--- src/rtl/core/bpsci_ram.sv ---
// Generic simple dual-port RAM with one write port and one registered read port.
`default_nettype none

module bpsci_ram #(
    parameter int WIDTH = 8,
    parameter int DEPTH = 16
) (
    input  wire logic                     clk,
    input  wire logic                     we,
    input  wire logic [$clog2(DEPTH)-1:0] waddr,
    input  wire logic [WIDTH-1:0]         wdata,
    input  wire logic                     re,
    input  wire logic [$clog2(DEPTH)-1:0] raddr,
    output logic      [WIDTH-1:0]         rdata
);

    logic [WIDTH-1:0] mem [DEPTH];

    always_ff @(posedge clk) begin
        if (we) begin
            mem[waddr] <= wdata;
        end
        if (re) begin
            rdata <= mem[raddr];
        end
    end

endmodule

`default_nettype wire

--- config.mk ---
export PLATFORM = sky130hd
export DESIGN_NAME = bpsci_ram
export DESIGN_NICKNAME = d
export VERILOG_FILES = /design/src/rtl/core/bpsci_ram.sv
export SDC_FILE = /design/constraint.sdc
export NUM_CORES = 1
export LEC_CHECK = 0
export BUFFER_PORTS_ARGS = -buffer_cell sky130_fd_sc_hd__clkbuf_2
export CAP_MARGIN = 15
export CORE_MARGIN = 3
export CORE_UTILIZATION = 35
export CTS_CLUSTER_DIAMETER = 50
export DETAILED_ROUTE_END_ITERATION = 7
export SYNTH_ARGS = -nofsm -noshare
export SYNTH_HDL_FRONTEND = slang
export SYNTH_SLANG_ARGS = --single-unit
export TNS_END_PERCENT = 30
--- constraint.sdc ---
create_clock -name clk -period 1.6 [get_ports clk]
set_input_delay 0.16 -clock clk [delete_from_list [all_inputs] [get_ports clk]]
set_output_delay 0.16 -clock clk [all_outputs]
set_load 0.01 [all_outputs]
**Yosys cells after proc, flatten, opt, wreduce, memory -nomap -nowiden**

Memories as Yosys holds them, arrays and structs flattened. A register that Yosys moved wholly into a read port is not among the register bits.
Index checks and enable logic that the tools add are counted.

- Output and inout port bits: 8
- Flip-flop bits (word level): 0
- Bits of input ports: 19
- Memories kept: 1
- Word-level logic and storage cells: 3
- Memory bits (writable): 128

- Mux-type cells: 2

Memory list:

| name | words | bits a word | read ports | clocked after memory_dff | wr ports | RTL line | RTL |
|---|---|---|---|---|---|---|---|
| mem | 16 | 8 | 1 | 1 | 1 | 17 | `logic [WIDTH-1:0] mem [DEPTH];` |

Operators with widths:

| operator | count |
|---|---|
| 2-to-1 mux 1 bit | 2 |

**Depth between registers and ports, before layout**

- Word-level depth: 2
- Mapped depth: 5
- Gate-level depth less buffers: 3

**Worst setup path before layout**

Ideal clock, no wire load.

- Path kind: input port to flip-flop
- From: input port waddr[2]
- To: memory mem[0][0] (enable)
- Library setup time: 383 ps
- Arrival time: 1270 ps
- Data required time: 1217 ps
- Stages on the path: 2
- Setup slack: -53 ps
- Buffers on the path: 0
- Cells stage by stage: or3b_2 nor3_1

RTL lines:

| item | RTL line | RTL |
|---|---|---|
| from (decl) | 10 | `input wire logic [$clog2(DEPTH)-1:0] waddr,` |
| to (decl) | 17 |  |

No word-level cell before the write port.

==> reports/qor.txt <==
Worst-path clk slew: 50 ps
Starting Density: 35.83%
Core area: 0.01459 sq mm
Flop-to-flop setup slack: 60 ps
Max-cap violations: 0
CTS Sinks: 136
Post-route worst setup slack: 63.47 ps
Final net count: 320
RSZ-0062 raised after global routing: no
Hold endpoint: rdata[3]
Worst Path Buf+Inv: 0
P per Cell Area: 1267 mW/mm^2
FF-to-FF path depth: 3
Switching Fraction: 20.21%
Initial antenna violation count: 0
Total setup buffers inserted after CTS: 0
Fin. max-slew vios: 0
Syn avg cell area: 22.83 sq um
Sequential share of the synthesized area: 78.12%
CTS Buf Count: 17
Worst R2R Start: mem[1][2]
Vias per inst: 5.050
Final Setup Violations: 0
Worst Setup Start Kind: register
Fin crit period: 1537 ps
Drt initial violations: 153
Clock Latency Late Sink: 410 ps
Pre-Repair DR Iteration Count: 4
RR Endpoint: rdata[2]
Worst-Margin Slew: 827.0 ps
Share of post-route cells with drive strength above 1: 36.86%
Port Buffers: 26
Worst rel slew slack: 44.66%
Sw Pwr: 1.635 mW
CTS tree: built
Worst Min Path Start: re
Global-route wire length before repair: 16.31 mm
Hold Crit Class: input pin to register
N_diodes: 0
Yosys warns: 0
Max Clk Rate: 650.8 MHz
Worst Path Required: 1750 ps
Hold Crit Depth: 1
Worst setup path class: register to register
Die height: 128.2 microns
Delay-heaviest family, CP: multiplexers
CTS hold repair buffers: 0
Crit. End Element: register
Clock Power Share: 45.1%
Mapped Area: 0.005228 sq mm
CTS max path bufs: 2
DRC errors left: 0
Status: completed
Final Cycle Share: 96.03%
Leak: 2.177 nW
Routability cong.: 0.7450
HPWL Detailed: 6.849 mm
Synth cell types: 18
Grt ovf: 0
Dpl ws: -156.3 ps
Maximum VDD drop: 0.0007329 V
Critical-path maximum fanout: 1
Area grow syn2layout: 22.12%
Comb pwr share: 5.0%
Critical path arrival: 1690 ps
Syn Nets: 248
Htree depth: 4
Skew final: 5.609 ps
Post-DRT Antenna Nets: 0
GRT Util Overall: 13.80%
Worst path slowest cell: mux4_1
Crit-path cells: mux4_1, a22oi_1, nand2_1
Via count of the routed design: 2505
DR WL/cell: 20.86 microns
Max incr delay on CP: 500 ps
Die X-Extent: 128.2 microns
Cells after Synth: 229
Power Internal: 6.454 mW
Drt total wl: 10.35 mm
Via count of the first global-routing pass: 2716
Largest net degree at the start of global routing: 26
Final Hold Viols: 0
I/O pins: 27
DIE AREA: 0.01644 sq mm
Worst hold slack: 139.8 ps
Non-Filler Instances: 496
Synthesized flop and latch total: 136
Placed cells: 466
FP Rows: 44
Flop pwr share: 49.9%
Clock Root Buffer: clkbuf_16
Post-CTS Resized: 0
## kinds of logic after synthesis
family | synth area share, %
compound gates | 2.298
simple gates | 3.136
buf+inv | 1.651
mux | 14.79
flops | 78.12
## worst max-delay path by stage
| stage | startpoint | to | slack (ps) | cells after the start |
|---|---|---|---|---|
| after global routing | mem[1][3] | rdata[3] | 5 | 3 |
| final | mem[1][2] | rdata[2] | 60 | 3 |
| after floorplan | raddr[0] | rdata[1] | 160 | 5 |
| after CTS | mem[5][0] | rdata[0] | 20 | 3 |
| after detailed placement | raddr[0] | rdata[0] | -160 | 5 |
| after global placement | raddr[0] | rdata[1] | -190 | 5 |
## flip-flops by register name, summed over array words and instances, names as in the netlist
register  cells
mem         128
rdata         8
## cell usage after synthesis
library cell	count	area share, %
a22oi_1	16	2.3
nor2b_1	1	0.12
clkdlybuf4s25_2	3	0.57
nand3_1	1	0.096
and2_1	1	0.12
buf_6	3	0.65
nand2_1	9	0.65
and2b_1	1	0.14
or3b_2	1	0.17
buf_4	1	0.14
mux4_1	14	7.0
edfxtp_1	136	78
nor3_1	4	0.38
mux4_2	18	7.8
nor2_1	13	0.93
buf_2	3	0.29
nand3b_1	2	0.29
nand2b_1	2	0.24
## cell usage in the layout (no fill, tap or decap)
cell	n
nand2_1	9
edfxtp_1	136
nand3_1	1
nand3b_1	2
clkinv_4	2
clkinvlp_4	5
mux4_2	18
bufinv_16	2
and2b_1	1
nor3_1	3
a22oi_1	13
buf_4	35
nor2_1	13
clkbuf_2	26
mux4_1	14
a22oi_2	3
nor3_2	1
buf_12	2
nand2b_1	2
clkbuf_16	17
clkinv_2	3
nor2b_1	1
and2_1	1
clkinv_1	1
or3b_2	1
## cell type report
cell class,count,area [sq um]
repair buffers,63,432.9
clock buffers,17,425.4
fillers,1232,8205
multi-input cells,83,1077
flip-flops and latches,136,4084
well taps,184,230.2
clock inverters,13,133.9
## stage by stage
stage	power (mW)	cell area, sq um	TNS, ps	utilization, %
after detailed placement	4.519	5809	-929.1	39.82
after global routing	8.348	6384	0	43.76
after floorplan	4.315	5233	0	-
after CTS	8.159	6369	0	43.65
final	8.089	6384	0	43.76
after global placement	4.509	5809	-952.1	39.82
## metal layers
| layer | global-route usage [%] | routed length [microns] |
|---|---|---|
| met5 | 0 | 0 |
| met4 | 5.243 | 144 |
| met3 | 3.583 | 578 |
| met2 | 20.90 | 4874 |
| met1 | 19.23 | 4749 |
## power by group through the flow
| stage | Combinational [mW] | Clock (mW) | Sequential, mW |
|---|---|---|---|
| 2_1_floorplan | 0.203 | 0 | 4.11 |
| 3_3_place_gp | 0.401 | 0 | 4.11 |
| 3_5_place_dp | 0.406 | 0 | 4.11 |
| 4_1_cts | 0.408 | 3.71 | 4.04 |
| 5_1_grt | 0.444 | 3.86 | 4.04 |
| 6_report | 0.405 | 3.65 | 4.04 |
(Power assumes the default switching activity.)
