## src/rtl/core/bpsci_pkg.sv

```systemverilog
// Shared types, codes and sizing constants for the byte-port SCSI command interface.
`default_nettype none

package bpsci_pkg;

    // Storage sizes.
    localparam int CDB_DEPTH = 16;
    localparam int BUF_DEPTH = 65536;
    localparam int CDB_IDX_W = $clog2(CDB_DEPTH);
    localparam int ADDR_W    = $clog2(BUF_DEPTH);
    localparam logic [ADDR_W-1:0] ADDR_LAST = ADDR_W'(BUF_DEPTH - 1);

    // Each buffer entry carries a generation tag next to its data byte.
    localparam int EPOCH_W = 8;
    localparam int RAM_W   = EPOCH_W + 8;
    localparam logic [EPOCH_W-1:0] EPOCH_FIRST = EPOCH_W'(1);
    localparam logic [EPOCH_W-1:0] EPOCH_LAST  = '1;

    // Stream widths.
    localparam int IN_DATA_W = 24;
    localparam int IN_USER_W = 5;
    localparam int OUT_W     = 48;

    // Function codes.
    localparam logic [2:0] FUNC_BUS_RD = 3'd0;
    localparam logic [2:0] FUNC_BUS_WR = 3'd1;
    localparam logic [2:0] FUNC_BUF_WR = 3'd2;
    localparam logic [2:0] FUNC_BUF_RD = 3'd3;
    localparam logic [2:0] FUNC_CDB_RD = 3'd4;
    localparam logic [2:0] FUNC_DONE   = 3'd5;

    // Bus register indexes.
    localparam logic [1:0] REG_CMD   = 2'd0;
    localparam logic [1:0] REG_DATA  = 2'd1;
    localparam logic [1:0] REG_IDENT = 2'd2;

    typedef enum logic [2:0] {
        PH_IDLE   = 3'd0,
        PH_DIR    = 3'd1,
        PH_CDBLEN = 3'd2,
        PH_LENLO  = 3'd3,
        PH_LENHI  = 3'd4,
        PH_CDB    = 3'd5,
        PH_READY  = 3'd6
    } phase_t;

    typedef struct packed {
        logic              we;
        logic              re;
        logic [ADDR_W-1:0] addr;
        logic [RAM_W-1:0]  wdata;
    } mem_req_t;

    typedef struct packed {
        logic [7:0]         rd_local;
        logic               use_mem;
        logic [EPOCH_W-1:0] epoch;
        logic               ready;
        logic               busy;
        logic [7:0]         target;
        logic               to_dev;
        logic [7:0]         cdb_len;
        logic [15:0]        buf_len;
        logic               err;
    } result_t;

    // True when a 16-bit position lies inside the data buffer.
    function automatic logic in_buf(input logic [15:0] pos);
        return {1'b0, pos} < 17'(BUF_DEPTH);
    endfunction

endpackage

`default_nettype wire

```

## src/rtl/core/bpsci_resp.sv

```systemverilog
// Result stage that merges buffer RAM read data, followed by the output register.
`default_nettype none

module bpsci_resp (
    input  wire logic                         aclk,
    input  wire logic                         aresetn,
    input  wire logic                         load,
    input  wire bpsci_pkg::result_t           res_in,
    input  wire logic [bpsci_pkg::RAM_W-1:0]  ram_rdata,
    output logic                              load_ready,
    input  wire logic                         m_tready,
    output logic                              m_tvalid,
    output logic [bpsci_pkg::OUT_W-1:0]       m_tdata
);

    bpsci_pkg::result_t s2_reg;
    logic s2_valid_reg, s2_valid_next;
    logic out_valid_reg, out_valid_next;
    logic [bpsci_pkg::OUT_W-1:0] out_data_reg;
    logic [bpsci_pkg::OUT_W-1:0] out_data_next;
    logic move;
    logic tag_hit;
    logic [7:0] read_data;

    assign move       = s2_valid_reg && (!out_valid_reg || m_tready);
    assign load_ready = !s2_valid_reg || move;
    // A byte counts only if it was written during the current command's generation.
    assign tag_hit    = ram_rdata[bpsci_pkg::RAM_W-1:8] == s2_reg.epoch;
    assign read_data  = s2_reg.use_mem ? (tag_hit ? ram_rdata[7:0] : 8'd0) : s2_reg.rd_local;

    always_comb begin
        out_data_next = {4'd0, s2_reg.err, s2_reg.buf_len, s2_reg.cdb_len, s2_reg.to_dev,
                         s2_reg.target, s2_reg.busy, s2_reg.ready, read_data};
        s2_valid_next = load ? 1'b1 : (move ? 1'b0 : s2_valid_reg);
        if (move) begin
            out_valid_next = 1'b1;
        end else if (m_tready) begin
            out_valid_next = 1'b0;
        end else begin
            out_valid_next = out_valid_reg;
        end
    end

    always_ff @(posedge aclk) begin
        if (!aresetn) begin
            s2_valid_reg  <= 1'b0;
            out_valid_reg <= 1'b0;
        end else begin
            s2_valid_reg  <= s2_valid_next;
            out_valid_reg <= out_valid_next;
        end
    end

    always_ff @(posedge aclk) begin
        if (load) begin
            s2_reg <= res_in;
        end
        if (move) begin
            out_data_reg <= out_data_next;
        end
    end

    assign m_tvalid = out_valid_reg;
    assign m_tdata  = out_data_reg;

endmodule

`default_nettype wire

```

## config.mk

```make
export PLATFORM = sky130hd
export DESIGN_NAME = bpsci_resp
export DESIGN_NICKNAME = d
export VERILOG_FILES = /design/src/rtl/core/bpsci_pkg.sv /design/src/rtl/core/bpsci_resp.sv
export SDC_FILE = /design/constraint.sdc
export NUM_CORES = 1
export LEC_CHECK = 0
export BUFFER_PORTS_ARGS = -buffer_cell sky130_fd_sc_hd__buf_2
export CELL_PAD_IN_SITES_DETAIL_PLACEMENT = 0
export CELL_PAD_IN_SITES_GLOBAL_PLACEMENT = 2
export CORE_MARGIN = 2
export CORE_UTILIZATION = 34
export CTS_CLUSTER_DIAMETER = 120
export DETAILED_ROUTE_END_ITERATION = 10
export PLACE_DENSITY = 0.83
export SETUP_SLACK_MARGIN = 0.3
export SLEW_MARGIN = 20
export SYNTH_ARGS = -nofsm -noshare
export SYNTH_HDL_FRONTEND = slang
export SYNTH_SLANG_ARGS = --single-unit
```

## constraint.sdc

```tcl
create_clock -name aclk -period 3.2 [get_ports aclk]
set_input_delay 0.32 -clock aclk [delete_from_list [all_inputs] [get_ports aclk]]
set_output_delay 0.32 -clock aclk [all_outputs]
set_load 0.01 [all_outputs]
```

-- Yosys cells after proc, flatten, opt, wreduce, memory -nomap -nowiden
Index checks and enable logic that the tools add are counted.
- register bits after elaboration: 99
- logic and storage cells: 27
- input bits: 73
- output and inout port bits: 50
- reduce and logical (&&, ||, !) cells: 7
- mux-type cells: 6
- equality and inequality tests: 1
- operator list (operator ; count):
    8-bit 2-to-1 mux ; 2
    8-bit equality test ; 1
    1-bit 2-to-1 mux ; 4
    2-bit nonzero test ; 2
    1-bit zero test ; 2
    1-bit logical OR ; 2
    1-bit logical AND ; 1

-- Logic depth before layout (Yosys ltp)
- word-level depth: 5
- gate-level depth with buffers: 4
- depth with buffers taken out: 3

-- Worst setup path after synthesis
Ideal clock, no wire load.
- path kind: reg2reg
- start: register out_valid_reg, in the netlist m_tvalid
- end: register out_data_reg (netlist bit m_tdata[0]) (enable)
- cell stages (with the launch flop): 3
- period minus slack after synthesis: 2923 ps
- buffers on the path: 0
- setup slack: 277 ps
- library setup time: 451 ps
- arrival time: 2472 ps
- required time: 2749 ps
- cell sequence: dfxtp_1 -> nor2b_1 -> nor2b_1
- cells in the longest elaborated chain, start to end: 3
- ends and longest elaborated chain (item ; line ; RTL):
    from (decl) ; bpsci_resp.sv:18 ; logic out_valid_reg, out_valid_next;
    from (signal assigned) ; bpsci_resp.sv:50 ; out_valid_reg <= out_valid_next;
    1-bit zero test ; bpsci_resp.sv:25 ; assign move = s2_valid_reg && (!out_valid_reg || m_tready);
    1-bit logical OR ; bpsci_resp.sv:25 ;
    1-bit logical AND ; bpsci_resp.sv:25 ;
    named net move ; bpsci_resp.sv:21 ; logic move;
    to (signal assigned) ; bpsci_resp.sv:59 ; out_data_reg <= out_data_next;
    to (decl) ; bpsci_resp.sv:19 ; logic [bpsci_pkg::OUT_W-1:0] out_data_reg;
The timed path passes the listed nets, and every way through them passes these cells.
A chain may end at the register's enable or synchronous reset.

-- Worst setup path after layout
- start: register out_valid_reg, in the netlist m_tvalid
- end: register out_data_reg (netlist bit m_tdata[33]) (enable)
The elaborated chain is that of the path after synthesis.

==> impl_metrics.env <==
export IMPL_status="finished, final reports clean"
export IMPL_crit_chain="nor2b_1 > nor2b_4 > buf_4"
export IMPL_synth_compound_area_share_pct=2.163
export IMPL_gr_total_overflow=0
export IMPL_crit_arrival_ns=1.63
export IMPL_rsz0062_at_grt="no"
export IMPL_die_area_mm2=0.01068
export IMPL_hold_slack_ns=0.1416
export IMPL_drv_cap=0
export IMPL_gp_congestion=0.7210
export IMPL_synth_top_family_by_area="simple AND/OR/NAND/NOR gates"
export IMPL_synthArstFlopShare_pct=0
export IMPL_final_area_mm2=0.004285
export IMPL_p_seq_share_pct=64.5
export IMPL_tightestPinTransition_ns=0.5885
export IMPL_synth_area_top_cells="edfxtp_1, nand4b_1, o31ai_1"
export IMPL_drv_slew=0
export IMPL_syn_area_per_cell_um2=21.93
export IMPL_cts_made_buffers=9
export IMPL_leakage_nw=1.627
export IMPL_slew_headroom_pct=60.77
export IMPL_worstRegToRegCells=3
export IMPL_place_area_mm2=0.004118
export IMPL_ys_seq_elements=99
export IMPL_sw_frac_of_total_pct=21.64
export IMPL_crit_family="simple AND/OR/NAND/NOR gates"
export IMPL_drc=0
export IMPL_grt_max_degree=33
export IMPL_seq_area_frac_synth_pct=87.99
export IMPL_path_max_fanout=32
export IMPL_drtAntennaViolNets=0
export IMPL_r2r_start="m_tvalid"
export IMPL_clkLatencyLatePin_ns=0.35
export IMPL_irDropWorstVdd_mv=0.2112
export IMPL_routedWlPerCell_um=13.49
export IMPL_dp_hpwl_um=4279
export IMPL_crit_type="reg -> reg"
export IMPL_worstHoldPathType="in -> reg"
export IMPL_yosysTopAreaCell="edfxtp_1"
export IMPL_synth_fa_ha_area_share_pct=0
export IMPL_crit_path_start_kind="register"
export IMPL_io_pins=123
export IMPL_first_pass_iters=4
export IMPL_largest_reg_flops=44
export IMPL_netlist_instances=153
export IMPL_fin_crit_sh_pct=50.90
export IMPL_synth_ff_type="edfxtp_1"
export IMPL_p_comb_share_pct=7.2
export IMPL_reg2reg_to="m_tdata[33]"
export IMPL_cts_hold_repair_buffers=0
export IMPL_diodes=0
export IMPL_cts_root_buffer="clkbuf_8"
export IMPL_cellPowerDensity_mw_per_mm2=560.9
export IMPL_hold_violations=0
export IMPL_total_power_mw=2.403
export IMPL_end_kind="register"
export IMPL_vias=1764
export IMPL_cts_tree="yes"
export IMPL_grt_pass1_wl_um=8390
export IMPL_dr_first_iter_drc_count=46
export IMPL_critPathRequiredTime_ns=3.20
export IMPL_grt_usage_pct=10.81
export IMPL_antenna_found_initial=0
export IMPL_syn_area_mm2=0.003356
export IMPL_synth_most_common_cell="edfxtp_1"
export IMPL_synth_edf_count=97
export IMPL_cts_resized=0
export IMPL_die_y_um=103.3
export IMPL_path_depth=3
export IMPL_start_util_pct=34.65
export IMPL_crit_end="m_tdata[33]"
export IMPL_synth_cell_types=16
export IMPL_post_synth_top_area_fraction_pct=86.80
export IMPL_yosys_warnings=0
export IMPL_fin_crit_ns=1.629
export IMPL_nNetsFinal=355
export IMPL_wl_um=5665
export IMPL_power_switching_mw=0.5200
export IMPL_fmax_ghz=0.6139
export IMPL_cts_setup_buffers=0
export IMPL_io_buffers=118
export IMPL_setup_viol=0
export IMPL_clkTransAtPathRegs_ns=0.09
export IMPL_synth_xor_area_share_pct=3.095
export IMPL_clock_sinks=99
export IMPL_path_buf_inv=1
export IMPL_rrSetupSlack_ns=1.57
export IMPL_coreArea_mm2=0.009684
export IMPL_startpoint="m_tvalid"
export IMPL_drt_vias_per_instance=4.200
export IMPL_muxShareOfSynthArea_pct=0
export IMPL_pwr_share_clk_pct=28.3
export IMPL_slowest_delay_ns=0.44
export IMPL_final_setup_tns_ns=0
export IMPL_cts_buffer_depth=2
export IMPL_die_w_um=103.3
export IMPL_drive_above_1_share_pct=48.08
export IMPL_h_tree_depth=3
export IMPL_yosys_top_cells_count="edfxtp_1, nand2_1, nand2b_1, nand4b_1, o31ai_1"
export IMPL_area_delta_synth_final_pct=27.70
export IMPL_p_int_mw=1.883
export IMPL_grt_pass1_vias=1733
export IMPL_skew_ns=0.01289
export IMPL_cp_slowest_cell="buf_4"
export IMPL_rows=36
export IMPL_yosys_area_share_simple_pct=5.406
worst min path at each step:
| stage | endpoint | cells after the start | startpoint |
|---|---|---|---|
| 2_1_floorplan | m_tdata[10] | 0 | out_data_next[10] |
| 3_3_place_gp | m_tdata[33] | 0 | out_data_next[33] |
| 3_5_place_dp | m_tdata[19] | 0 | out_data_next[19] |
| 4_1_cts | out_data_next[19] | 1 | res_in[17] |
| 5_1_grt | s2_reg[47] | 1 | res_in[47] |
| 6_report | out_data_next[23] | 1 | res_in[21] |
area by class of cell:
class | instances | area [µm²]
fillers | 868 | 5399
flip-flops and latches | 99 | 2953
repair buffers | 120 | 618.1
multi-input cells | 52 | 380.4
well taps | 133 | 166.4
clock buffers | 10 | 127.6
clock inverters | 6 | 40.04
cell families (layout without fill, tap and decap cells):
logic type	Yosys count	count (layout)
other	1	4
buffers and inverters	5	136
AO/OA/AOI/OAI	10	10
flip-flops	99	99
XOR/XNOR	8	8
AND/OR/NAND/NOR	30	30
power by group through the flow:
stage / combinational, mW / sequential (mW) / clock, mW
final: 0.174 / 1.55 / 0.679
after global routing: 0.195 / 1.56 / 0.755
after CTS: 0.177 / 1.55 / 0.711
after detailed placement: 0.177 / 1.58 / 0
after global placement: 0.171 / 1.58 / 0
after floorplan: 0.0619 / 1.59 / 0
metal layers:
layer,wire length [µm],up-vias,GRT usage [%]
met2,2640,93,16.53
li1,-,844,-
met4,178,0,6.781
met5,0,-,0
met3,420,15,2.890
met1,2426,812,13.69
cell usage in the layout (no fill, tap or decap):
master      Yosys  routed
xnor2_2         2       2
nand2_1        10      10
nor2b_4         0       1
buf_2           0     118
nand3_1         1       1
clkbuf_1        0       1
xnor2_4         1       1
edfxtp_1       97      97
clkbuf_8        0       9
o21a_1          1       1
o31ai_1         8       8
conb_1          1       4
nand4b_1        8       8
buf_12          0       1
clkinv_2        0       1
a21oi_1         1       1
xnor2_1         5       5
nand2b_1        8       8
buf_4           4       1
clkinvlp_4      0       3
dfxtp_1         2       2
clkinv_1        0       1
inv_6           0       1
nor2b_1         3       2
per-stage QoR:
step	utilization (%)	instances	setup slack, ns
3_3_place_gp	42.31	403	1.565
2_1_floorplan	-	156	1.123
6_report	44.25	420	1.571
3_5_place_dp	42.52	404	1.545
5_1_grt	44.25	420	1.472
4_1_cts	44.25	420	1.536
Power figures use the tool's default switching activity.
