### config.mk
export PLATFORM = sky130hd
export DESIGN_NAME = bpsci_cmd
export DESIGN_NICKNAME = d
export VERILOG_FILES = /design/src/rtl/core/bpsci_pkg.sv /design/src/rtl/core/bpsci_cmd.sv
export SDC_FILE = /design/constraint.sdc
export NUM_CORES = 1
export LEC_CHECK = 0
export BUFFER_PORTS_ARGS = -buffer_cell sky130_fd_sc_hd__buf_4
export CORE_UTILIZATION = 40
export CTS_CLUSTER_DIAMETER = 50
export DETAILED_ROUTE_END_ITERATION = 7
export GPL_TIMING_DRIVEN = 0
export PLACE_DENSITY = 0.64
export SYNTH_ARGS = -nofsm -noshare
export SYNTH_HDL_FRONTEND = slang
export SYNTH_SLANG_ARGS = --single-unit
### constraint.sdc
create_clock -name aclk -period 6.8 [get_ports aclk]
set_input_delay 0.34 -clock aclk [delete_from_list [all_inputs] [get_ports aclk]]
set_output_delay 0.34 -clock aclk [all_outputs]
set_load 0.01 [all_outputs]
### src/rtl/core/bpsci_pkg.sv
// Shared types, codes and sizing constants for the byte-port SCSI command interface.
`default_nettype none

package bpsci_pkg;

    // Storage sizes.
    localparam int CDB_DEPTH = 16;
    localparam int BUF_DEPTH = 65536;
    localparam int CDB_IDX_W = $clog2(CDB_DEPTH);
    localparam int ADDR_W    = $clog2(BUF_DEPTH);
    localparam logic [ADDR_W-1:0] ADDR_LAST = ADDR_W'(BUF_DEPTH - 1);

    // Each buffer entry carries a generation tag next to its data byte.
    localparam int EPOCH_W = 8;
    localparam int RAM_W   = EPOCH_W + 8;
    localparam logic [EPOCH_W-1:0] EPOCH_FIRST = EPOCH_W'(1);
    localparam logic [EPOCH_W-1:0] EPOCH_LAST  = '1;

    // Stream widths.
    localparam int IN_DATA_W = 24;
    localparam int IN_USER_W = 5;
    localparam int OUT_W     = 48;

    // Function codes.
    localparam logic [2:0] FUNC_BUS_RD = 3'd0;
    localparam logic [2:0] FUNC_BUS_WR = 3'd1;
    localparam logic [2:0] FUNC_BUF_WR = 3'd2;
    localparam logic [2:0] FUNC_BUF_RD = 3'd3;
    localparam logic [2:0] FUNC_CDB_RD = 3'd4;
    localparam logic [2:0] FUNC_DONE   = 3'd5;

    // Bus register indexes.
    localparam logic [1:0] REG_CMD   = 2'd0;
    localparam logic [1:0] REG_DATA  = 2'd1;
    localparam logic [1:0] REG_IDENT = 2'd2;

    typedef enum logic [2:0] {
        PH_IDLE   = 3'd0,
        PH_DIR    = 3'd1,
        PH_CDBLEN = 3'd2,
        PH_LENLO  = 3'd3,
        PH_LENHI  = 3'd4,
        PH_CDB    = 3'd5,
        PH_READY  = 3'd6
    } phase_t;

    typedef struct packed {
        logic              we;
        logic              re;
        logic [ADDR_W-1:0] addr;
        logic [RAM_W-1:0]  wdata;
    } mem_req_t;

    typedef struct packed {
        logic [7:0]         rd_local;
        logic               use_mem;
        logic [EPOCH_W-1:0] epoch;
        logic               ready;
        logic               busy;
        logic [7:0]         target;
        logic               to_dev;
        logic [7:0]         cdb_len;
        logic [15:0]        buf_len;
        logic               err;
    } result_t;

    // True when a 16-bit position lies inside the data buffer.
    function automatic logic in_buf(input logic [15:0] pos);
        return {1'b0, pos} < 17'(BUF_DEPTH);
    endfunction

endpackage

`default_nettype wire

### src/rtl/core/bpsci_cmd.sv
// Command state, CDB store, buffer pointers and buffer RAM request generation.
`default_nettype none

module bpsci_cmd (
    input  wire logic               aclk,
    input  wire logic               aresetn,
    input  wire logic               accept,
    input  wire logic [2:0]         func,
    input  wire logic [1:0]         reg_index,
    input  wire logic [7:0]         data_byte,
    input  wire logic [15:0]        backend_index,
    output bpsci_pkg::mem_req_t     mem_req,
    output bpsci_pkg::result_t      res,
    output logic                    sweep_busy
);

    bpsci_pkg::phase_t phase_reg, phase_next;
    logic [7:0]  target_reg, target_next;
    logic [7:0]  dir_reg, dir_next;
    logic [7:0]  cdb_len_reg, cdb_len_next;
    logic [7:0]  cdb_fill_reg, cdb_fill_next;
    logic [15:0] remaining_reg, remaining_next;
    logic [15:0] pos_reg, pos_next;
    logic        busy_reg, busy_next;
    logic [7:0]  ident_reg, ident_next;
    logic [bpsci_pkg::EPOCH_W-1:0] epoch_reg, epoch_next;
    logic        sweep_reg, sweep_next;
    logic [bpsci_pkg::ADDR_W-1:0] sweep_addr_reg, sweep_addr_next;
    logic [7:0]  cdb_mem_reg [bpsci_pkg::CDB_DEPTH];

    logic        to_dev;
    logic [7:0]  fill_inc;
    logic [15:0] pos_inc;
    logic [15:0] len_full;
    logic        hdr_wr;
    logic        make_ready;
    logic        data_rd;
    logic        data_wr_ok;
    logic        clear_cmd;
    logic        buf_ok;
    logic        cdb_ok;
    logic        cdb_room;
    logic        cdb_wr;
    logic        err;
    logic        ready;
    logic        use_mem;
    logic [7:0]  rd;

    assign to_dev     = (dir_reg == 8'd1);
    assign fill_inc   = cdb_fill_reg + 8'd1;
    assign pos_inc    = pos_reg + 16'd1;
    assign len_full   = {data_byte, remaining_reg[7:0]};
    assign hdr_wr     = accept && (func == bpsci_pkg::FUNC_BUS_WR)
                        && (reg_index == bpsci_pkg::REG_CMD);
    assign make_ready = hdr_wr
                        && (((phase_reg == bpsci_pkg::PH_LENHI) && (cdb_len_reg == 8'd0))
                         || ((phase_reg == bpsci_pkg::PH_CDB) && (fill_inc == cdb_len_reg)));
    assign data_rd    = accept && (func == bpsci_pkg::FUNC_BUS_RD)
                        && (reg_index == bpsci_pkg::REG_DATA) && (remaining_reg != 16'd0);
    assign data_wr_ok = (phase_reg == bpsci_pkg::PH_READY) && (pos_reg < remaining_reg)
                        && bpsci_pkg::in_buf(pos_reg);
    // The guest draining the last byte, or completion of a write toward the device,
    // drops the command.
    assign clear_cmd  = (data_rd && (remaining_reg == 16'd1))
                        || (accept && (func == bpsci_pkg::FUNC_DONE) && to_dev);
    assign buf_ok     = (backend_index < remaining_reg) && bpsci_pkg::in_buf(backend_index);
    assign cdb_ok     = (backend_index < {8'd0, cdb_len_reg})
                        && (backend_index < 16'(bpsci_pkg::CDB_DEPTH));
    assign cdb_room   = cdb_fill_reg < 8'(bpsci_pkg::CDB_DEPTH);
    assign cdb_wr     = hdr_wr && (phase_reg == bpsci_pkg::PH_CDB) && cdb_room;
    assign sweep_busy = sweep_reg;

    // Header sequencer.
    always_comb begin
        phase_next = phase_reg;
        if (clear_cmd) begin
            phase_next = bpsci_pkg::PH_IDLE;
        end else if (hdr_wr) begin
            unique case (phase_reg) inside
                bpsci_pkg::PH_IDLE:   phase_next = bpsci_pkg::PH_DIR;
                bpsci_pkg::PH_DIR:    phase_next = bpsci_pkg::PH_CDBLEN;
                bpsci_pkg::PH_CDBLEN: phase_next = bpsci_pkg::PH_LENLO;
                bpsci_pkg::PH_LENLO:  phase_next = bpsci_pkg::PH_LENHI;
                bpsci_pkg::PH_LENHI,
                bpsci_pkg::PH_CDB:    phase_next = make_ready ? bpsci_pkg::PH_READY
                                                              : bpsci_pkg::PH_CDB;
                default:              phase_next = phase_reg;
            endcase
        end
    end

    // Register updates, result fields and buffer RAM requests.
    always_comb begin
        target_next     = target_reg;
        dir_next        = dir_reg;
        cdb_len_next    = cdb_len_reg;
        cdb_fill_next   = cdb_fill_reg;
        remaining_next  = remaining_reg;
        pos_next        = pos_reg;
        busy_next       = busy_reg;
        ident_next      = ident_reg;
        epoch_next      = epoch_reg;
        sweep_next      = sweep_reg;
        sweep_addr_next = sweep_addr_reg;
        err             = 1'b0;
        ready           = 1'b0;
        use_mem         = 1'b0;
        rd              = 8'd0;
        mem_req.we      = 1'b0;
        mem_req.re      = 1'b0;
        mem_req.addr    = pos_reg[bpsci_pkg::ADDR_W-1:0];
        mem_req.wdata   = {epoch_reg, data_byte};

        if (accept) begin
            unique case (func)
                bpsci_pkg::FUNC_BUS_RD: begin
                    unique case (reg_index)
                        bpsci_pkg::REG_CMD:   rd = {7'd0, busy_reg};
                        bpsci_pkg::REG_DATA: begin
                            if (remaining_reg != 16'd0) begin
                                if (bpsci_pkg::in_buf(pos_reg)) begin
                                    mem_req.re = 1'b1;
                                    use_mem    = 1'b1;
                                end else begin
                                    err = 1'b1;
                                end
                                pos_next       = pos_inc;
                                remaining_next = remaining_reg - 16'd1;
                            end
                        end
                        bpsci_pkg::REG_IDENT: rd = ident_reg;
                        default:              err = 1'b1;
                    endcase
                end
                bpsci_pkg::FUNC_BUS_WR: begin
                    unique case (reg_index)
                        bpsci_pkg::REG_CMD: begin
                            unique case (phase_reg)
                                bpsci_pkg::PH_IDLE:   target_next = data_byte;
                                bpsci_pkg::PH_DIR:    dir_next = data_byte;
                                bpsci_pkg::PH_CDBLEN: begin
                                    cdb_len_next = data_byte;
                                    err = data_byte > 8'(bpsci_pkg::CDB_DEPTH);
                                end
                                bpsci_pkg::PH_LENLO:  remaining_next = {8'd0, data_byte};
                                bpsci_pkg::PH_LENHI: begin
                                    remaining_next = len_full;
                                    err = {1'b0, len_full} > 17'(bpsci_pkg::BUF_DEPTH);
                                end
                                bpsci_pkg::PH_CDB: begin
                                    // Bytes past the store are counted but dropped.
                                    err           = !cdb_room;
                                    cdb_fill_next = fill_inc;
                                end
                                default: err = 1'b1;
                            endcase
                        end
                        bpsci_pkg::REG_DATA: begin
                            if (data_wr_ok) begin
                                mem_req.we = 1'b1;
                                pos_next   = pos_inc;
                                if (pos_inc == remaining_reg) begin
                                    busy_next = 1'b1;
                                    ready     = 1'b1;
                                end
                            end else begin
                                err = 1'b1;
                            end
                        end
                        bpsci_pkg::REG_IDENT: ident_next = data_byte;
                        default:              err = 1'b1;
                    endcase
                end
                bpsci_pkg::FUNC_BUF_WR: begin
                    mem_req.addr = backend_index[bpsci_pkg::ADDR_W-1:0];
                    mem_req.we   = buf_ok;
                    err          = !buf_ok;
                end
                bpsci_pkg::FUNC_BUF_RD: begin
                    mem_req.addr = backend_index[bpsci_pkg::ADDR_W-1:0];
                    mem_req.re   = buf_ok;
                    use_mem      = buf_ok;
                    err          = !buf_ok;
                end
                bpsci_pkg::FUNC_CDB_RD: begin
                    if (cdb_ok) begin
                        rd = cdb_mem_reg[backend_index[bpsci_pkg::CDB_IDX_W-1:0]];
                    end else begin
                        err = 1'b1;
                    end
                end
                bpsci_pkg::FUNC_DONE: begin
                    busy_next = 1'b0;
                    if (to_dev) begin
                        remaining_next = 16'd0;
                    end
                end
                default: err = 1'b1;
            endcase
        end

        if (make_ready && !to_dev) begin
            busy_next = 1'b1;
            ready     = 1'b1;
        end

        if (clear_cmd) begin
            cdb_len_next  = 8'd0;
            cdb_fill_next = 8'd0;
            pos_next      = 16'd0;
            target_next   = 8'd0;
        end

        // A new command starts a new buffer generation, so older bytes read as zero.
        // When the tag space runs out, every tag is swept back to zero.
        if (sweep_reg) begin
            mem_req.we      = 1'b1;
            mem_req.addr    = sweep_addr_reg;
            mem_req.wdata   = '0;
            sweep_addr_next = sweep_addr_reg + bpsci_pkg::ADDR_W'(1);
            if (sweep_addr_reg == bpsci_pkg::ADDR_LAST) begin
                sweep_next = 1'b0;
            end
        end else if (make_ready) begin
            if (epoch_reg == bpsci_pkg::EPOCH_LAST) begin
                epoch_next      = bpsci_pkg::EPOCH_FIRST;
                sweep_next      = 1'b1;
                sweep_addr_next = '0;
            end else begin
                epoch_next = epoch_reg + bpsci_pkg::EPOCH_W'(1);
            end
        end

        res.rd_local = rd;
        res.use_mem  = use_mem;
        res.epoch    = epoch_reg;
        res.ready    = ready;
        res.busy     = busy_next;
        res.target   = target_next;
        res.to_dev   = (dir_next == 8'd1);
        res.cdb_len  = cdb_len_next;
        res.buf_len  = remaining_next;
        res.err      = err;
    end

    always_ff @(posedge aclk) begin
        if (!aresetn) begin
            phase_reg      <= bpsci_pkg::PH_IDLE;
            target_reg     <= 8'd0;
            dir_reg        <= 8'd0;
            cdb_len_reg    <= 8'd0;
            cdb_fill_reg   <= 8'd0;
            remaining_reg  <= 16'd0;
            pos_reg        <= 16'd0;
            busy_reg       <= 1'b0;
            ident_reg      <= 8'd0;
            epoch_reg      <= bpsci_pkg::EPOCH_FIRST;
            sweep_reg      <= 1'b1;
            sweep_addr_reg <= '0;
        end else begin
            phase_reg      <= phase_next;
            target_reg     <= target_next;
            dir_reg        <= dir_next;
            cdb_len_reg    <= cdb_len_next;
            cdb_fill_reg   <= cdb_fill_next;
            remaining_reg  <= remaining_next;
            pos_reg        <= pos_next;
            busy_reg       <= busy_next;
            ident_reg      <= ident_next;
            epoch_reg      <= epoch_next;
            sweep_reg      <= sweep_next;
            sweep_addr_reg <= sweep_addr_next;
        end
    end

    always_ff @(posedge aclk) begin
        if (!aresetn || clear_cmd) begin
            for (int i = 0; i < bpsci_pkg::CDB_DEPTH; i++) begin
                cdb_mem_reg[i] <= 8'd0;
            end
        end else if (cdb_wr) begin
            cdb_mem_reg[cdb_fill_reg[bpsci_pkg::CDB_IDX_W-1:0]] <= data_byte;
        end
    end

    a_no_accept_in_sweep: assert property (@(posedge aclk) disable iff (!aresetn)
        !(sweep_reg && accept))
        else $error("beat accepted during tag sweep");

    a_epoch_nonzero: assert property (@(posedge aclk) disable iff (!aresetn)
        epoch_reg != '0)
        else $error("generation tag reached the swept value");

    a_one_ram_op: assert property (@(posedge aclk) disable iff (!aresetn)
        !(mem_req.we && mem_req.re))
        else $error("buffer RAM read and write in the same cycle");

    a_ready_phase: assert property (@(posedge aclk) disable iff (!aresetn)
        make_ready |=> (phase_reg == bpsci_pkg::PH_READY))
        else $error("command became ready but phase did not follow");

endmodule

`default_nettype wire

# After elaboration in Yosys (flattened, before gate mapping)
# Memory sizes are Yosys's and may differ from the RTL's.
# Index checks and enable logic that the tools add are counted.
# W data, S select, Z words.
[classes] reduce_logical=44 n_addsub=5 order_cmp=7 n_mux=78 bitwise_logic=2 n_eq_ne=24
[op_table] operator="$mux W16" count=13
[op_table] operator="$mux W8" count=18
[op_table] operator="$pmux W16 S2" count=2
[op_table] operator="$pmux W16 S3" count=1
[op_table] operator="$add A16 B1 Y16 const B" count=2
[op_table] operator="$lt A16 B16 Y1" count=2
[op_table] operator="$mux W32" count=1
[op_table] operator="$pmux W8 S2" count=2
[op_table] operator="$mux W1" count=31
[op_table] operator="$mux W18" count=1
[op_table] operator="$gt A16 B17 Y1 const B" count=1
[op_table] operator="$add A8 B1 Y8 const B" count=2
[op_table] operator="$eq A16 B1 Y1 const B" count=1
[op_table] operator="$eq A16 B16 Y1" count=1
[op_table] operator="$eq A16 B16 Y1 const B" count=1
[op_table] operator="$eq A8 B1 Y1 const B" count=2
[op_table] operator="$logic_and A1 B1 Y1" count=16
[op_table] operator="$lt A16 B5 Y1 const B" count=1
[op_table] operator="$lt A16 B8 Y1" count=1
[op_table] operator="$reduce_bool A16 Y1" count=1
[op_table] operator="$sub A16 B1 Y16 const B" count=1
[op_table] operator="$eq A3 B3 Y1 const B" count=5
[op_table] operator="$pmux W3 S5" count=1
[op_table] operator="$eq A3 B2 Y1 const B" count=4
[op_table] operator="other kinds (30)" count=49
[totals] elab_cells=173 mem_bits_rw=128 out_inout_bits=88 reg_bits=101 memories=1
[memory_table] name="cdb_mem_reg" depth=16 width=8 read_ports=1 rd_clocked_by_memory_dff=0 write_ports=16 line="bpsci_cmd.sv:29" source="logic [7:0] cdb_mem_reg [bpsci_pkg::CDB_DEPTH];"

# Logic depth before layout (Yosys ltp)
[depth] ltp_word=11 ltp_mapped=12 mapped_depth_nobuf=9

# Worst setup path before layout
# OpenSTA, ideal clock, no wires.
[synth_path] kind="input -> register" start="input port func[2]" end="memory cdb_mem_reg[15][0] (enable)" stages=9 setup_slack_ns=3.873 n_path_buf=3 arrival_ns=2.543 path_cell_list="buf_2 nor2_4 nand3_2 or3_1 clkbuf_1 nor3_4 nand2_2 buf_2 o21ai_0"
[synth_lines] item="from (decl)" line="bpsci_cmd.sv:8" source="input wire logic [2:0] func,"
[synth_lines] item="to (decl)" line="bpsci_cmd.sv:29"

==> flow_summary.toml <==
[routing]
first_pass_iters = 5
drt_iter0_markers = 1068
drcViolationCount = 0
wl_per_cell_um = 22.3
ant_nets = 0
via_per_inst = 5.83
vias = 11600
wirelength_mm = 44.5

[yosys]
async_reset_ff_share_pct = 0
ys_warn_count = 0
synth_area_leader_cell = "edfxtp_1"
synth_top_family_by_area = "simple AND/OR/NAND/NOR gates"
synthMuxAreaShare_pct = 11.8
synth_fa_ha_area_share_pct = 4.38
synth_ff_type = "edfxtp_1"
netlist_area_um2 = 13400
ys_types = 78
synth_edf_count = 128
synth_compound_area_share_pct = 11.1
postSynthAreaPerCell_um2 = 9.74
synthXorXnorAreaFrac_pct = 2.68
synth_nets = 1457
synth_area_leaders = "edfxtp_1, dfxtp_1, mux4_2"
synthSimpleGateAreaFrac_pct = 22.0
synthCells = 1378
ys_seq_area_share_pct = 43.7
synth-seq-cells = 229
synth_top_area_share_pct = 28.6

[min_path]
min-delay-start = "aresetn"
min_path_type = "in2reg"
min_path_cells = 3
min_to = "sweep_addr_reg[9]$_SDFFE_PN0P_"

[clock_network]
cts_buffers = 30
worstSkewPairLatency_ns = 0.59
htreeDepth = 1
root_buffer = "clkbuf_16"
cts_sinks = 229
cts_resized = 0
hold_buffers = 0
tritoncts = "built"
clkTransAtPathRegs_ns = 0.06
post-cts-setup-buffers = 0
cts_buffer_depth = 3

[sta]
max_freq_ghz = 0.230
max-slew-margin-rel_pct = 14.0
setup_viol = 0
tightest_slew_ns = 1.28
tns_ns = 0
post-route-period-util_pct = 63.8
hold_viol_final = 0
rsz0062_at_grt = "false"
slew_viol_final = 0
period_needed_ns = 4.34
finalClockSkew_ns = 0.0140

[pwr]
p_leak_nw = 5.99
switchingPower_w = 0.000820
p_seq_share_pct = 43.5
clkPwrFrac_pct = 49.5
pwr-share-comb_pct = 7.0
p_int_w = 0.00261
p_sw_share_pct = 23.9
powerDensity_nw_per_um2 = 215
ir_worst_vdd_uv = 220

[grt]
grt_pass1_wl_mm = 67.0
gr-total-overflow = 0
grt_pass1_vias = 11300
antenna_found_initial = 1
grt_use_total_pct = 26.1
grt_start_max_net_pins = 17

[setup_path]
r2r_setup_slack_ns = 3.36
path_class = "reg2out"
critPathArrivalTime_ns = 4.00
max_stage_delay_ns = 0.47
cp_top_family = "buffers and inverters"
path_buf_inv = 4
r2r_end = "cdb_mem_reg[12][2]$_SDFFCE_PN0P_"
required_ns = 6.46
crit_chain = "inv_1 -> ha_1 -> nand4_1 -> a211oi_1 -> o21ai_0 -> a21oi_1 -> or3_1 -> clkbuf_1 -> clkbuf_1 -> o311ai_0 -> buf_4"
critPathMaxFanout = 10
cp_common_cell = "clkbuf_1"
slowest_stage = "clkbuf_1"
rr_worst_depth = 8
reg2reg_from = "remaining_reg[8]$_SDFF_PN0_"
cp-start-kind = "flip-flop"
cp-end-kind = "output pin"

[cells_and_area]
fin_nets = 1610
layout_commonest_cell = "nor2_1"
layout_common_cells = "nor2_1, edfxtp_1, nand2_1, buf_4, dfxtp_1"
antenna_cells = 0
area_growth_pct = 18.9
final_cells = 1996
fillCellCount = 3080
largest_reg_flops = 128
drive_gt1_share_pct = 16.5
ff_latch_area_um2 = 5870
multi_input_area_um2 = 6980

[die]
pin_count = 120
core-area_um2 = 32800
start_util_pct = 40.9
die_y_um = 185
die_area_um2 = 34300
die_w_um = 185
rows = 66

[placed_design]
portBuffers = 114
hpwlAfterDp_mm = 33.3
place_congestion = 0.934
placedCellCount = 1941

[flow_run]
drv_cap = 0

[status]
outcome = "finished clean"
## power groups by stage
stage          clock [W]  sequential, W  combinational, W
3_5_place_dp           0        0.00152          0.000237
4_1_cts          0.00171        0.00149          0.000238
2_1_floorplan          0        0.00152          0.000135
5_1_grt          0.00177        0.00149          0.000255
3_3_place_gp           0        0.00152          0.000231
6_report         0.00170        0.00149          0.000240
## worst reg2reg max path, stage by stage (launching register included)
cell      delay (ns)
dfxtp_1         0.30
buf_2           0.16
or4_4           0.60
nor2_8          0.25
a211oi_4        0.15
a41oi_4         0.40
buf_2           0.33
clkbuf_1        0.32
o21ai_0         0.53
## logic make-up (layout without fill, tap and decap cells)
logic type / count (synthesis) / after routing
flops: 229 / 229
simple gates: 589 / 589
xor+xnor: 41 / 41
fa+ha+maj: 47 / 47
compound gates: 231 / 231
mux: 108 / 108
buf+inv: 133 / 309
## per-layer routing
metal,wire (µm),up-vias,part of all wire [%],global-route usage (%)
met5,0,-,0,0
met4,2020,0,4.5,11.3
met3,3500,119,7.9,4.97
met2,20900,557,47,42.7
met1,18100,5632,41,33.5
li1,-,5332,-,-
## through the flow
step	total power (W)	worst slack, ns	area (µm²)	hold WS [ns]	utilization [%]
after detailed placement	0.00176	3.01	14900	0.470	45.4
after CTS	0.00344	2.57	16000	0.0959	48.7
after floorplan	0.00165	3.87	13400	0.436	-
after global placement	0.00175	3.03	14800	0.457	45.2
after global routing	0.00351	2.29	16000	0.0998	48.7
final	0.00343	2.46	16000	0.105	48.7
## layout make-up
type / instances / area share, %
Clock inverter: 22 / 1.93
Clock buffer: 33 / 4.78
Sequential cell: 229 / 36.8
Buffer: 97 / 2.82
Tap cell: 442 / 3.47
Multi-Input combinational cell: 1016 / 43.7
Inverter: 36 / 0.847
Timing Repair Buffer: 121 / 5.68
## how the worst max path moves through the flow
stage                                            start                               end  slack, ns  depth (start not counted)
after floorplan                                func[2]  cdb_mem_reg[15][0]$_SDFFCE_PN0P_       3.87                          9
after global placement                backend_index[0]                           res[51]       3.03                          7
after detailed placement                       func[2]  cdb_mem_reg[13][1]$_SDFFCE_PN0P_       3.01                          8
after CTS                  remaining_reg[9]$_SDFF_PN0_                       mem_req[33]       2.57                         11
after global routing      remaining_reg[10]$_SDFF_PN0_                       mem_req[33]       2.29                         11
final                      remaining_reg[9]$_SDFF_PN0_                       mem_req[33]       2.46                         11
## synth_stat cells (all sizes together) (25+ instances only)
master and instances:
nand3 35, nand4 25, and2 28, nor2 199, mux4 40, dfxtp 101
nor3 31, buf 32, ha 47, nand2b 36, o21ai 75, nand2 126
mux2i 68, a21oi 52, clkbuf 65, inv 35, edfxtp 128, nor2b 26
No activity file was read; power rests on OpenSTA's default activity.
